<file path="src/bbsc_pkg.sv">
`default_nettype none

package bbsc_pkg;

   // Row geometry and lane split
   localparam int ROW_BITS   = 32;
   localparam int NUM_LANES  = 4;
   localparam int LANE_BITS  = ROW_BITS / NUM_LANES;
   localparam int LANE_CNT_W = $clog2(LANE_BITS + 1);
   localparam int CNT_W      = $clog2(ROW_BITS + 1);
   localparam int WIDTH_W    = 6;
   localparam int ROWS_W     = 7;
   localparam logic [ROWS_W-1:0] ROWS_SAT = 7'd127;
   localparam logic [WIDTH_W-1:0] WIDTH_RESET = 6'd32;
   localparam int RSP_DATA_W = 8;

   typedef logic [LANE_CNT_W-1:0] lane_cnt_type;
   typedef logic [CNT_W-1:0]      row_cnt_type;

   // Position relative to the first run of non-empty rows
   typedef enum logic [2:0] {
      PH_BEFORE = 3'b001,
      PH_IN     = 3'b010,
      PH_AFTER  = 3'b100
   } phase_type;

   // Control that travels with the lane counts into the merge stage
   typedef struct packed {
      logic valid;
      logic last;
   } step_type;

endpackage

`default_nettype wire

</file>
<file path="src/binary_blob_shape_classifier_top.sv">
// Binary blob shape classifier.
// An image enters one row per item on the req_ channel: tdata carries the 32
// pixels of the row (bit j is column j), tlast marks the final row. Only the
// low csr_wr_data columns count; the user must write this width via csr_wr_en
// only while the block is idle (not enforced by the block); reset makes it 32.
// The block follows the first run of non-empty rows. On the final row it
// sends one item on the rsp_ channel: tdata bit 0 is square (all rows of
// the run have equal counts and the run length equals that count), bit 1
// is triangle (counts strictly rise or strictly fall). An empty image
// gives neither. Rows that are not final give no result.
// Throughput is one row per clock unless a final row waits for a free result
// slot. Each row is split over four popcount lanes, registered when the row
// is accepted; the merge stage adds the lane counts and updates the run
// tracker as the row leaves the lanes, when a final row also sets rsp_tvalid.
// When the receiver stalls, the result waits in the output register and
// rows keep entering until a second final row waits in the lane registers,
// which then holds req_tready low. Reset clears the run tracker and drops
// any pending result.
`default_nettype none

module binary_blob_shape_classifier_top #(
   parameter int MAX_COLS = 32
) (
   input  wire logic                            clock,
   input  wire logic                            reset,
   input  wire logic                            req_tvalid,
   output logic                                 req_tready,
   input  wire logic [bbsc_pkg::ROW_BITS-1:0]   req_tdata,   // row_bits
   input  wire logic                            req_tlast,   // last_row
   output logic                                 rsp_tvalid,
   input  wire logic                            rsp_tready,
   output logic [bbsc_pkg::RSP_DATA_W-1:0]      rsp_tdata,   // is_square, is_triangle, zeros
   input  wire logic                            csr_wr_en,
   input  wire logic [bbsc_pkg::WIDTH_W-1:0]    csr_wr_data  // row_width
);

   localparam int COL_LIM = (MAX_COLS < bbsc_pkg::ROW_BITS) ? MAX_COLS : bbsc_pkg::ROW_BITS;

   logic [bbsc_pkg::WIDTH_W-1:0]  width_ff;
   logic [bbsc_pkg::WIDTH_W-1:0]  eff_width;
   logic [bbsc_pkg::ROW_BITS-1:0] mask;
   logic [bbsc_pkg::ROW_BITS-1:0] masked;
   logic                          lane_valid_ff, lane_valid_in;
   logic                          lane_last_ff;
   logic                          out_free;
   logic                          lane_move;
   logic                          accept;
   bbsc_pkg::step_type            step;
   logic [bbsc_pkg::NUM_LANES-1:0][bbsc_pkg::LANE_CNT_W-1:0] lane_counts;
   logic                          square;
   logic                          triangle;

   // Row width register
   always_ff @(posedge clock) begin
      if (reset) begin
         width_ff <= bbsc_pkg::WIDTH_RESET;
      end else if (csr_wr_en) begin
         width_ff <= csr_wr_data;
      end
   end

   // Clamp the width and mask the unused columns
   assign eff_width = (width_ff > bbsc_pkg::WIDTH_W'(COL_LIM)) ?
                      bbsc_pkg::WIDTH_W'(COL_LIM) : width_ff;

   always_comb begin
      for (int j = 0; j < bbsc_pkg::ROW_BITS; j++) begin
         mask[j] = (bbsc_pkg::WIDTH_W'(j) < eff_width);
      end
   end

   assign masked = req_tdata & mask;

   // Flow control: a final row leaves the lanes only into a free result slot
   assign out_free   = !rsp_tvalid || rsp_tready;
   assign lane_move  = lane_valid_ff && (!lane_last_ff || out_free);
   assign req_tready = !lane_valid_ff || lane_move;
   assign accept     = req_tvalid && req_tready;

   assign lane_valid_in = accept || (lane_valid_ff && !lane_move);

   always_ff @(posedge clock) begin
      if (reset) begin
         lane_valid_ff <= 1'b0;
      end else begin
         lane_valid_ff <= lane_valid_in;
      end
   end

   always_ff @(posedge clock) begin
      if (accept) begin
         lane_last_ff <= req_tlast;
      end
   end

   // Popcount lanes
   for (genvar g = 0; g < bbsc_pkg::NUM_LANES; g++) begin : g_lane
      bbsc_lane u_lane (
         .clock    (clock),
         .load     (accept),
         .bits     (masked[g*bbsc_pkg::LANE_BITS +: bbsc_pkg::LANE_BITS]),
         .count_ff (lane_counts[g])
      );
   end

   // Merge lanes and track the run
   assign step.valid = lane_move;
   assign step.last  = lane_last_ff;

   bbsc_merge u_merge (
      .clock        (clock),
      .reset        (reset),
      .step         (step),
      .lane_counts  (lane_counts),
      .out_taken    (rsp_tready),
      .out_valid_ff (rsp_tvalid),
      .square_ff    (square),
      .triangle_ff  (triangle)
   );

   assign rsp_tdata = {{(bbsc_pkg::RSP_DATA_W-2){1'b0}}, triangle, square};

endmodule

`default_nettype wire

</file>
<file path="src/bbsc_lane.sv">
`default_nettype none

module bbsc_lane (
   input  wire logic                            clock,
   input  wire logic                            load,
   input  wire logic [bbsc_pkg::LANE_BITS-1:0]  bits,
   output bbsc_pkg::lane_cnt_type               count_ff
);

   bbsc_pkg::lane_cnt_type count_in;

   // Count the set pixels of this lane's slice
   always_comb begin
      count_in = '0;
      for (int j = 0; j < bbsc_pkg::LANE_BITS; j++) begin
         count_in = count_in + bbsc_pkg::lane_cnt_type'(bits[j]);
      end
   end

   // Hold the count until the merge stage takes it
   always_ff @(posedge clock) begin
      if (load) begin
         count_ff <= count_in;
      end
   end

endmodule

`default_nettype wire

</file>
<file path="src/bbsc_merge.sv">
`default_nettype none

module bbsc_merge (
   input  wire logic                                             clock,
   input  wire logic                                             reset,
   input  wire bbsc_pkg::step_type                               step,
   input  wire logic [bbsc_pkg::NUM_LANES-1:0][bbsc_pkg::LANE_CNT_W-1:0] lane_counts,
   input  wire logic                                             out_taken,
   output logic                                                  out_valid_ff,
   output logic                                                  square_ff,
   output logic                                                  triangle_ff
);

   bbsc_pkg::phase_type   phase_ff, phase_in;
   logic [bbsc_pkg::ROWS_W-1:0] rows_ff, rows_in;
   bbsc_pkg::row_cnt_type first_ff, first_in;
   bbsc_pkg::row_cnt_type prev_ff, prev_in;
   logic                  mism_ff, mism_in;
   logic                  rising_ff, rising_in;
   logic                  falling_ff, falling_in;
   bbsc_pkg::row_cnt_type count;
   logic                  out_valid_in;
   logic                  square_in;
   logic                  triangle_in;

   // Add the lane counts
   always_comb begin
      count = '0;
      for (int k = 0; k < bbsc_pkg::NUM_LANES; k++) begin
         count = count + bbsc_pkg::row_cnt_type'(lane_counts[k]);
      end
   end

   // Advance the run tracker by one row
   always_comb begin
      phase_in   = phase_ff;
      rows_in    = rows_ff;
      first_in   = first_ff;
      prev_in    = prev_ff;
      mism_in    = mism_ff;
      rising_in  = rising_ff;
      falling_in = falling_ff;
      unique case (phase_ff)
         bbsc_pkg::PH_BEFORE: begin
            if (count != '0) begin
               phase_in   = bbsc_pkg::PH_IN;
               rows_in    = bbsc_pkg::ROWS_W'(1);
               first_in   = count;
               prev_in    = count;
               mism_in    = 1'b0;
               rising_in  = 1'b1;
               falling_in = 1'b1;
            end
         end
         bbsc_pkg::PH_IN: begin
            if (count == '0) begin
               phase_in = bbsc_pkg::PH_AFTER;
            end else begin
               if (rows_ff != bbsc_pkg::ROWS_SAT) begin
                  rows_in = rows_ff + bbsc_pkg::ROWS_W'(1);
               end
               if (count != first_ff) mism_in = 1'b1;
               if (count <= prev_ff) rising_in = 1'b0;
               if (count >= prev_ff) falling_in = 1'b0;
               prev_in = count;
            end
         end
         bbsc_pkg::PH_AFTER: begin
         end
         default: begin
            phase_in = bbsc_pkg::PH_AFTER;
         end
      endcase
   end

   // Classify the run on the last row
   always_comb begin
      if (phase_in == bbsc_pkg::PH_BEFORE) begin
         square_in   = 1'b0;
         triangle_in = 1'b0;
      end else begin
         square_in   = !mism_in &&
                       (rows_in == bbsc_pkg::ROWS_W'(first_in));
         triangle_in = rising_in || falling_in;
      end
   end

   // Hold a result until taken; a last row arrives only when the slot is free
   assign out_valid_in = (step.valid && step.last) || (out_valid_ff && !out_taken);

   always_ff @(posedge clock) begin
      if (reset) begin
         phase_ff     <= bbsc_pkg::PH_BEFORE;
         rows_ff      <= '0;
         first_ff     <= '0;
         prev_ff      <= '0;
         mism_ff      <= 1'b0;
         rising_ff    <= 1'b1;
         falling_ff   <= 1'b1;
         out_valid_ff <= 1'b0;
      end else begin
         out_valid_ff <= out_valid_in;
         if (step.valid) begin
            if (step.last) begin
               phase_ff   <= bbsc_pkg::PH_BEFORE;
               rows_ff    <= '0;
               first_ff   <= '0;
               prev_ff    <= '0;
               mism_ff    <= 1'b0;
               rising_ff  <= 1'b1;
               falling_ff <= 1'b1;
            end else begin
               phase_ff   <= phase_in;
               rows_ff    <= rows_in;
               first_ff   <= first_in;
               prev_ff    <= prev_in;
               mism_ff    <= mism_in;
               rising_ff  <= rising_in;
               falling_ff <= falling_in;
            end
         end
      end
   end

   // Load the result payload
   always_ff @(posedge clock) begin
      if (step.valid && step.last) begin
         square_ff   <= square_in;
         triangle_ff <= triangle_in;
      end
   end

endmodule

`default_nettype wire
</file>
<file path="config.mk">
export PLATFORM = sky130hd
export DESIGN_NAME = binary_blob_shape_classifier_top
export DESIGN_NICKNAME = d
export VERILOG_FILES = /design/src/bbsc_pkg.sv /design/src/binary_blob_shape_classifier_top.sv /design/src/bbsc_lane.sv /design/src/bbsc_merge.sv
export SDC_FILE = /design/constraint.sdc
export NUM_CORES = 1
export LEC_CHECK = 0
export BUFFER_PORTS_ARGS = -buffer_cell sky130_fd_sc_hd__buf_4
export CAP_MARGIN = 40
export CORE_MARGIN = 10
export CORE_UTILIZATION = 35
export CTS_BUF_LIST = sky130_fd_sc_hd__clkbuf_2 sky130_fd_sc_hd__clkbuf_4 sky130_fd_sc_hd__clkbuf_8
export CTS_CLUSTER_SIZE = 25
export DETAILED_ROUTE_END_ITERATION = 16
export RECOVER_POWER = 25
export SLEW_MARGIN = 25
export SYNTH_ARGS = -nofsm -noshare
export SYNTH_HDL_FRONTEND = slang
export SYNTH_SLANG_ARGS = --single-unit
</file>
<file path="constraint.sdc">
create_clock -name clock -period 4.55 [get_ports clock]
set_clock_uncertainty 0.2 [all_clocks]
set_input_delay 0.91 -clock clock [delete_from_list [all_inputs] [get_ports clock]]
set_output_delay 0.91 -clock clock [all_outputs]
set_load 0.05 [all_outputs]
</file>
# After elaboration in Yosys (flattened, before gate mapping)
# Cells that the tools add are included.
# totals
inputBits	44
romBits	0
register_bits	52
mem_bits_rw	0
elab_cells	148
mem_count	0
latch_bits	0
out_inout_bits	10
# op_classes
addsub	32
reduce_logical	22
eq_ne	9
magnitude_cmp	35
div	0
bitwise_logic	1
multipliers	0
muxes	32
n_shift	0
# ops
op	count
4-bit by 1-bit adder with 4-bit output	24
5-bit by 6-bit less-than comparator with 1-bit output, first input constant	16
4-bit by 6-bit less-than comparator with 1-bit output, first input constant	8
6-bit two-way mux	7
32-bit AND	1
7-bit two-way mux	4
3-bit by 6-bit less-than comparator with 1-bit output, first input constant	4
7-bit case mux with 2 select lines	1
6-bit by 4-bit adder with 6-bit output	2
1-bit by 6-bit less-than comparator with 1-bit output, first input constant	2
2-bit by 6-bit less-than comparator with 1-bit output, first input constant	2
1-bit two-way mux	12
6-bit case mux with 2 select lines	1
3-bit two-way mux	3
3-bit case mux with 3 select lines	1
1-bit by 1-bit adder with 2-bit output	4
7-bit by 1-bit adder with 7-bit output, second input constant	1
7-bit by 6-bit == test with 1-bit output	1
7-bit inequality test, second input constant	1
3-bit by 1-bit == test with 1-bit output, second input constant	2
6-bit >= comparator	1
6-bit > comparator, second input constant	1
6-bit <= comparator	1
1-bit logical AND	6
other kinds (13)	25

# Longest topological paths before layout
# Gate-level depths: netlist of run 1.
# depth
word_depth	11
ltp_mapped	17
depth_no_buf	17

# By module
# A second synthesis of run 1 with hierarchy kept.
# unflattened
hier_cells	477
area_unflattened_um2	4255.3
# by_module_without_submodules
mod	cells_each	seq_area_each_um2	area_per_inst_um2	instances
bbsc_merge	252	580.6	2098.3	1
bbsc_lane	26	120.1	312.8	4
binary_blob_shape_classifier_top	121	170.2	905.9	1

# Worst setup path before layout of run 1
# OpenSTA, ideal clock, no wires.
# synth_timing
path_type	flip-flop to flip-flop
from	reg g_lane[0].u_lane.count_ff[0]
to	reg u_merge.square_ff (data pin)
path_stages_with_launch	15
slack_ns	-0.067
period_less_slack_ns	4.617
required_ns	4.216
setup_ns	0.134
t_arrival_ns	4.283
n_path_buf	0
path_cell_list	edfxtp_1 > ha_1 > inv_1 > fa_1 > inv_1 > fa_1 > ha_1 > fa_1 > or3b_1 > a2111oi_4 > o21ai_2 > and3_1 > or4_1 > a2111oi_0 > and4_1
# synth_via
elab_chain_len	9
elab_cells_between_ends	22
cone_classes	add/sub (3); eq/ne (3); mux (12); reduce/logical (4)
# synth_rtl
element	line	source
start: declaration	bbsc_lane.sv:7	output bbsc_pkg::lane_cnt_type count_ff
start signal: assignment	bbsc_lane.sv:23	count_ff <= count_in;
4-bit by 4-bit adder with 5-bit output (*)	bbsc_merge.sv:30	count = count + bbsc_pkg::row_cnt_type'(lane_counts[k]);
6-bit by 4-bit adder with 6-bit output (*) (2 in a row)	bbsc_merge.sv:30	
6-bit inequality test	bbsc_merge.sv:62	if (count != first_ff) mism_in = 1'b1;
1-bit two-way mux	bbsc_merge.sv:62	
1-bit two-way mux	bbsc_merge.sv:56	if (count == '0) begin
1-bit case mux with 2 select lines	bbsc_merge.sv:43	unique case (phase_ff)
1-bit logical NOT	bbsc_merge.sv:82	square_in = !mism_in &&
1-bit logical AND	bbsc_merge.sv:82	
end signal: assignment	bbsc_merge.sv:128	square_ff <= square_in;
end: declaration	bbsc_merge.sv:10	output logic square_ff,
# Mark *: on every way between the ends. The rest lies on a longest branch, timed or not.
# A chain may end at the register's enable or synchronous reset.

# Worst setup path in the final report of run 1
# Same ends and word-level chain as after synthesis.

==> results of run 1 <==
[registers in the layout, summed over array words and instances, names as in the netlist, 3 cells and up]
signal and count:
u_merge.phase_ff 3, u_merge.first_ff 6, width_ff 6, g_lane.u_lane.count_ff 16, u_merge.prev_ff 6, u_merge.rows_ff 7
[cells in the final DEF (no fill, tap or decap), types with 9 or more instances in the layout]
| cell type | netlist | final |
|---|---|---|
| o21a_1 | 14 | 14 |
| nor2b_1 | 15 | 15 |
| buf_4 | 8 | 61 |
| inv_1 | 51 | 51 |
| a21oi_1 | 21 | 19 |
| fa_1 | 22 | 21 |
| o21ai_0 | 23 | 21 |
| nor2_1 | 44 | 44 |
| nand2_1 | 30 | 30 |
| dfxtp_1 | 33 | 33 |
| a22oi_1 | 11 | 11 |
| edfxtp_1 | 19 | 19 |
| and3_1 | 10 | 9 |
| ha_1 | 27 | 24 |
[tightest hold or removal path, cell delays in order (launching register included)]
cell     delay (ns)
dfxtp_1        0.34
a22oi_1        0.06
nor2_1         0.08
[stage by stage]
| stage | worst slack [ns] | hold slack, ns | std cells | TNS, ns | cell area (um2) |
|---|---|---|---|---|---|
| 6_report | -0.00578 | 0.305 | 654 | -0.00578 | 4770 |
| 5_1_grt | -0.214 | 0.339 | 654 | -0.821 | 4770 |
| 4_1_cts | 0.000859 | 0.296 | 654 | 0 | 4760 |
| 3_5_place_dp | -0.108 | 0.271 | 646 | -0.108 | 4630 |
| 3_3_place_gp | -0.0627 | 0.257 | 644 | -0.0627 | 4620 |
| 2_1_floorplan | 0.0319 | 0.240 | 462 | 0 | 4070 |
[cell usage after synthesis (3+ instances only)]
| cell | instances |
|---|---|
| a211oi_1 | 4 |
| a21boi_0 | 7 |
| a21o_1 | 4 |
| a21oi_1 | 21 |
| a22oi_1 | 11 |
| a31oi_1 | 6 |
| a32oi_1 | 6 |
| and2_1 | 5 |
| and3_1 | 10 |
| buf_4 | 8 |
| clkbuf_1 | 18 |
| dfxtp_1 | 33 |
| edfxtp_1 | 19 |
| fa_1 | 22 |
| ha_1 | 27 |
| inv_1 | 51 |
| mux2i_1 | 6 |
| nand2_1 | 30 |
| nand2b_1 | 3 |
| nand3_1 | 7 |
| nor2_1 | 44 |
| nor2b_1 | 15 |
| nor3_1 | 6 |
| o21a_1 | 14 |
| o21ai_0 | 23 |
| o22ai_1 | 3 |
| o31a_1 | 3 |
| or4_1 | 3 |
| xnor2_1 | 6 |
| xor2_1 | 7 |
[power groups by stage]
stage	Sequential, mW	Clock [mW]	Combinational [mW]
2_1_floorplan	0.618	0	1.55
3_3_place_gp	0.632	0	2.10
3_5_place_dp	0.634	0	2.14
4_1_cts	0.623	0.351	2.19
5_1_grt	0.631	0.368	2.55
6_report	0.624	0.338	2.28
[path summary, 6_finish.rpt]
| kind | startpoint | endpoint | slack [ns] | depth (start not counted) |
|---|---|---|---|---|
| worst max-delay path | g_lane[0].u_lane.count_ff[0] | u_merge.square_ff | -0.006 | 14 |
| worst max register to register | g_lane[0].u_lane.count_ff[0] | u_merge.square_ff | -0.006 | 14 |
| worst min register to register | u_merge.prev_ff[1] | u_merge.prev_ff[1] | 0.30 | 2 |
| worst min-delay path | u_merge.prev_ff[1] | u_merge.prev_ff[1] | 0.30 | 2 |
[cells by family after synthesis]
group | Yosys count | share of synthesized area [%]
AO/OA/AOI/OAI | 121 | 20.7
XOR/XNOR | 15 | 3.78
adder cells (fa/ha/maj) | 49 | 19.3
buffers and inverters | 78 | 7.98
flip-flops | 52 | 30.5
multiplexers | 6 | 1.49
other | 1 | 0.0928
AND/OR/NAND/NOR | 135 | 16.3
[layout make-up]
type	instances	area (um2)	share of cell area, %
inverters	51	191	4.01
flip-flops and latches	52	1230	25.8
clock inverters	2	33.8	0.708
repair buffers	68	492	10.3
multi-input cells	332	2560	53.7
well taps	143	179	3.75
clock buffers	6	82.6	1.73
[routing by layer]
layer / track usage (%) / routed length [um] / up-vias
li1: - / - / 1677
met1: 14.9 / 4630 / 1586
met2: 21.7 / 5120 / 80
met3: 3.64 / 577 / 12
met4: 3.28 / 124 / 0
met5: 0 / 0 / -
[what timing repair did]
item                       CTS  global route
setup endpoints to repair    1             7
gates cloned                 0             0
pin swaps                    1             2
gates resized for setup      3            10
==> flow_summary_export.csv, run 1 <==
group,metric,value,unit
run_status,status,"finished, violations left",
run_status,violations,"capacitance limit, slew limit, setup timing",
clock_network,cts_setup_buffers,0,
worst_setup_path,start_kind,"register",
power,switching_share,44.5,%
route,drc_errors,0,
synthesis,synth_top_area_share,16.3,%
power,p_comb_share,70.3,%
floorplan,std_cell_rows,39,
grt,grt_usage,12.6,%
hold_path,hold_path_class,"register to register",
route,ant_nets,0,
power,p_leak,2.06,nW
clock_network,cts.clk_slew.worst_paths,0.10,ns
sta,post-route-min-period,4.56,ns
floorplan,die_w,127,um
sta,fin_crit_sh,100,%
worst_setup_path,cp.arrival,4.55,ns
cells_and_area,fin_nets,603,
grt,grt_pass1_wl,16900,um
worst_setup_path,required,4.54,ns
worst_setup_path,path_delay_family,"adder cells",
power,p_seq_share,19.2,%
route,vias,3355,
grt,gr-total-overflow,0,
worst_setup_path,slowest_stage,"or4_1",
floorplan,die_y,127,um
worst_setup_path,path_buf_inv,2,
clock_network,cts.path.max_buffers,2,
route,routed_wl,10500,um
floorplan,dieArea,0.0162,mm2
placed_design,portBuffers,47,
power,clkPwrFrac,10.4,%
sta,fmax,0.220,GHz
placed_design,hpwl,8350,um
placed_design,place.gp.congestion,0.887,
worst_setup_path,path_class,"register to register",
route,drt_iter0_markers,262,
synthesis,ys_top_cells_by_area,"dfxtp_1, edfxtp_1, fa_1",
worst_setup_path,crit_path_max_fanout,4,
power,internal_power,1.80,mW
power,cellPowerDensity,680,mW/mm2
cells_and_area,diodes,0,
cells_and_area,fin_util,42.0,%
power,finalPower,3.24,mW
worst_setup_path,end_kind,"register",
synthesis,synth-edff-count,19,
clock_network,cts_tree,"done",
synthesis,ys_warn_count,0,
cells_and_area,area_growth,18.0,%
synthesis,yosys.area.top_type,"dfxtp_1",
clock_network,hold_buffers,0,
clock_network,cts.sinks,52,
sta,worst_pin_slew,1.57,ns
floorplan,initial_core_util,35.6,%
sta,layout_setup_ws,-0.00578,ns
synthesis,syn_area,0.00404,mm2
sta,setup_viol_count_final,1,
synthesis,ys_types,57,
synthesis,syn_inst,457,
clock_network,cts-root-buf,"clkbuf_8",
clock_network,clk_latency,0.32,ns
power,ir_drop,0.000432,V
power,power_switching,1.44,mW
route,firstDrtPassIters,4,
synthesis,syn_area_per_cell,8.85,um2
route,viasPerCell,5.13,
synthesis,async_reset_ff_share,0,%
cells_and_area,fillers,1177,
sta,rsz0062_at_grt,"yes",
sta,relSlewSlack,-4.39,%
worst_setup_path,cp_cell_sequence,"ha_2 -> inv_1 -> fa_1 -> inv_1 -> fa_1 -> ha_2 -> fa_2 -> or3b_4 -> a2111oi_4 -> o21ai_2 -> and3_4 -> or4_1 -> a2111oi_2 -> and4_1",
grt,antenna_found_initial,0,
grt,grt_max_degree,32,
floorplan,core_area,0.0114,mm2
synthesis,synth-main-ff-cell,"dfxtp_1",
sta,hold_viol,0,
run,cap_violations,1,
grt,first_global_vias,3414,
floorplan,ios,54,
clock_network,cts_buffers,5,
route,avgRoutedWirePerCell,16.0,um
sta,slew_violations,32,
clock_network,htreeDepth,2,
synthesis,yosysSeqAreaShare,30.5,%
synthesis,synth-seq-cells,52,
cells_and_area,drive_gt1_share,17.0,%
worst_setup_path,critPathMaxStageDelay,0.52,ns
Note: power is estimated with default switching activity, not from simulation.
==> run 2, diff against run 1 <==
Settings changed: CELL_PAD_IN_SITES_DETAIL_PLACEMENT from default to 1, CELL_PAD_IN_SITES_GLOBAL_PLACEMENT from default to 1, PLACE_DENSITY_LB_ADDON from default to 0.08.
==> flow_summary_export.csv, run 2 (synthesis gave the netlist of run 1 again) <==
group,metric,value,unit
cells_and_area,reg_top3,"g_lane.u_lane.count_ff (16), u_merge.rows_ff (7)",
run,cap_violations,1,
sta,hold_viol,0,
worst_setup_path,start_kind,"register",
grt,grt_usage,14.4,%
route,routed_wl,11800,um
cells_and_area,final_cell_mix,"buf_4, inv_1, nor2_1",
clock_network,clk_latency,0.31,ns
floorplan,die_w,127,um
worst_setup_path,r2r_cells,14,
hold_path,hold_path_class,"register to register",
worst_setup_path,path_class,"register to register",
sta,setup_viol_count_final,1,
clock_network,cts_buffers,5,
route,ant_nets,0,
placed_design,place.gp.congestion,0.826,
sta,relSlewSlack,-16.8,%
floorplan,core_area,0.0114,mm2
clock_network,htreeDepth,2,
sta,fmax,0.218,GHz
grt,antenna_found_initial,0,
power,cellPowerDensity,711,mW/mm2
worst_setup_path,cp.arrival,4.58,ns
floorplan,ios,54,
placed_design,hpwl,9410,um
grt,gr-total-overflow,0,
route,viasPerCell,5.14,
cells_and_area,final_common_cell,"buf_4",
placed_design,portBuffers,47,
clock_network,cts-root-buf,"clkbuf_8",
cells_and_area,diodes,0,
hold_path,hold_path.startpoint,"u_merge.prev_ff[5]",
worst_setup_path,crit_path_max_fanout,4,
cells_and_area,area_growth,20.6,%
sta,worst_pin_slew,1.75,ns
run_status,status,"finished, violations left",
route,drc_errors,0,
sta,rsz0062_at_grt,"yes",
run_status,violations,"capacitance limit, slew limit, setup timing",
route,vias,3404,
cells_and_area,regMostFlops,"g_lane.u_lane.count_ff",
sta,post-route-min-period,4.59,ns
clock_network,cts_tree,"done",
cells_and_area,largest_reg_flops,16,
power,ir_drop,0.000431,V
worst_setup_path,r2r_start,"g_lane[1].u_lane.count_ff[0]",
floorplan,initial_core_util,35.6,%
route,avgRoutedWirePerCell,17.8,um
floorplan,std_cell_rows,39,
sta,layout_setup_ws,-0.0425,ns
cells_and_area,fin_nets,611,
cells_and_area,fin_util,42.9,%
route,firstDrtPassIters,4,
grt,grt_pass1_wl,19200,um
route,drt_iter0_markers,211,
sta,fin_crit_sh,101,%
floorplan,die_y,127,um
cells_and_area,drive_gt1_share,19.5,%
sta,holdWs,0.312,ns
clock_network,cts.sinks,52,
clock_network,cts.path.max_buffers,2,
grt,grt_max_degree,32,
worst_setup_path,cp-startpoint,"g_lane[1].u_lane.count_ff[0]",
sta,slew_violations,32,
worst_setup_path,end_kind,"register",
power,p_leak,2.12,nW
worst_setup_path,required,4.53,ns
grt,first_global_vias,3787,
hold_path,holdPathStages,2,
clock_network,cts.clk_slew.worst_paths,0.10,ns
floorplan,dieArea,0.0162,mm2
[run 2: cell types whose count changed in the layout (fill, tap and decap cells not counted), sizes merged]
cell | previous run | this run
clkbuf | 13 | 11
buf | 61 | 71
[run 2: power by group]
group | total [mW] | switching (mW) | internal [mW]
clock network | 0.345 | 0.167 | 0.178
logic | 2.49 | 1.32 | 1.17
registers | 0.627 | 0.0507 | 0.577
[run 2: through the flow]
stage	worst slack, ns	power (mW)	cell area, um2	cells	TNS (ns)
final	-0.0425	3.46	4870	662	-0.0425
after global routing	-0.218	3.78	4870	662	-0.218
after CTS	-0.0421	3.49	4880	662	-0.0421
after detailed placement	-0.181	2.92	4670	650	-0.196
after global placement	-0.0130	2.84	4660	649	-0.0130
after floorplan	0.0319	2.16	4070	462	0
[run 2: path summary, 6_finish.rpt]
check                  endpoint  slack [ns]
max           u_merge.square_ff       -0.04
min          u_merge.prev_ff[5]        0.31
max reg2reg   u_merge.square_ff       -0.04
min reg2reg  u_merge.prev_ff[5]        0.31
[run 2: critical path, stage by stage, from the launching register on]
cell and delay, ns:
edfxtp_1 0.35, ha_2 0.18, inv_2 0.04, fa_1 0.47
inv_1 0.05, fa_1 0.49, ha_2 0.19, fa_2 0.44
or3b_4 0.42, a2111oi_4 0.24, o21ai_2 0.13, and3_4 0.18
or4_4 0.52, a2111oi_4 0.35, and4_1 0.22
[run 2: layer usage]
layer	GRT usage, %	vias to the layer above	wire length [um]
li1	-	1691	-
met1	16.3	1643	5140
met2	27.1	56	6120
met3	2.36	14	327
met4	3.62	0	184
met5	0	-	0
[run 2: timing repair]
| action | in CTS | in global routing |
|---|---|---|
| pin swaps | 10 | 1 |
| gates resized for setup | 14 | 5 |
| setup endpoints to repair | 4 | 9 |
| buffers inserted | 4 | 0 |
| hold buffers | 0 | 0 |
| cloned | 0 | 0 |
[run 2: layout make-up]
type	instances	area (um2)
inverter	51	191
clock buffer	6	82.6
tap	143	179
sequential	52	1230
multi-input combinational	332	2600
fill	1377	6500
timing repair buffer	76	559
clock inverter	2	33.8
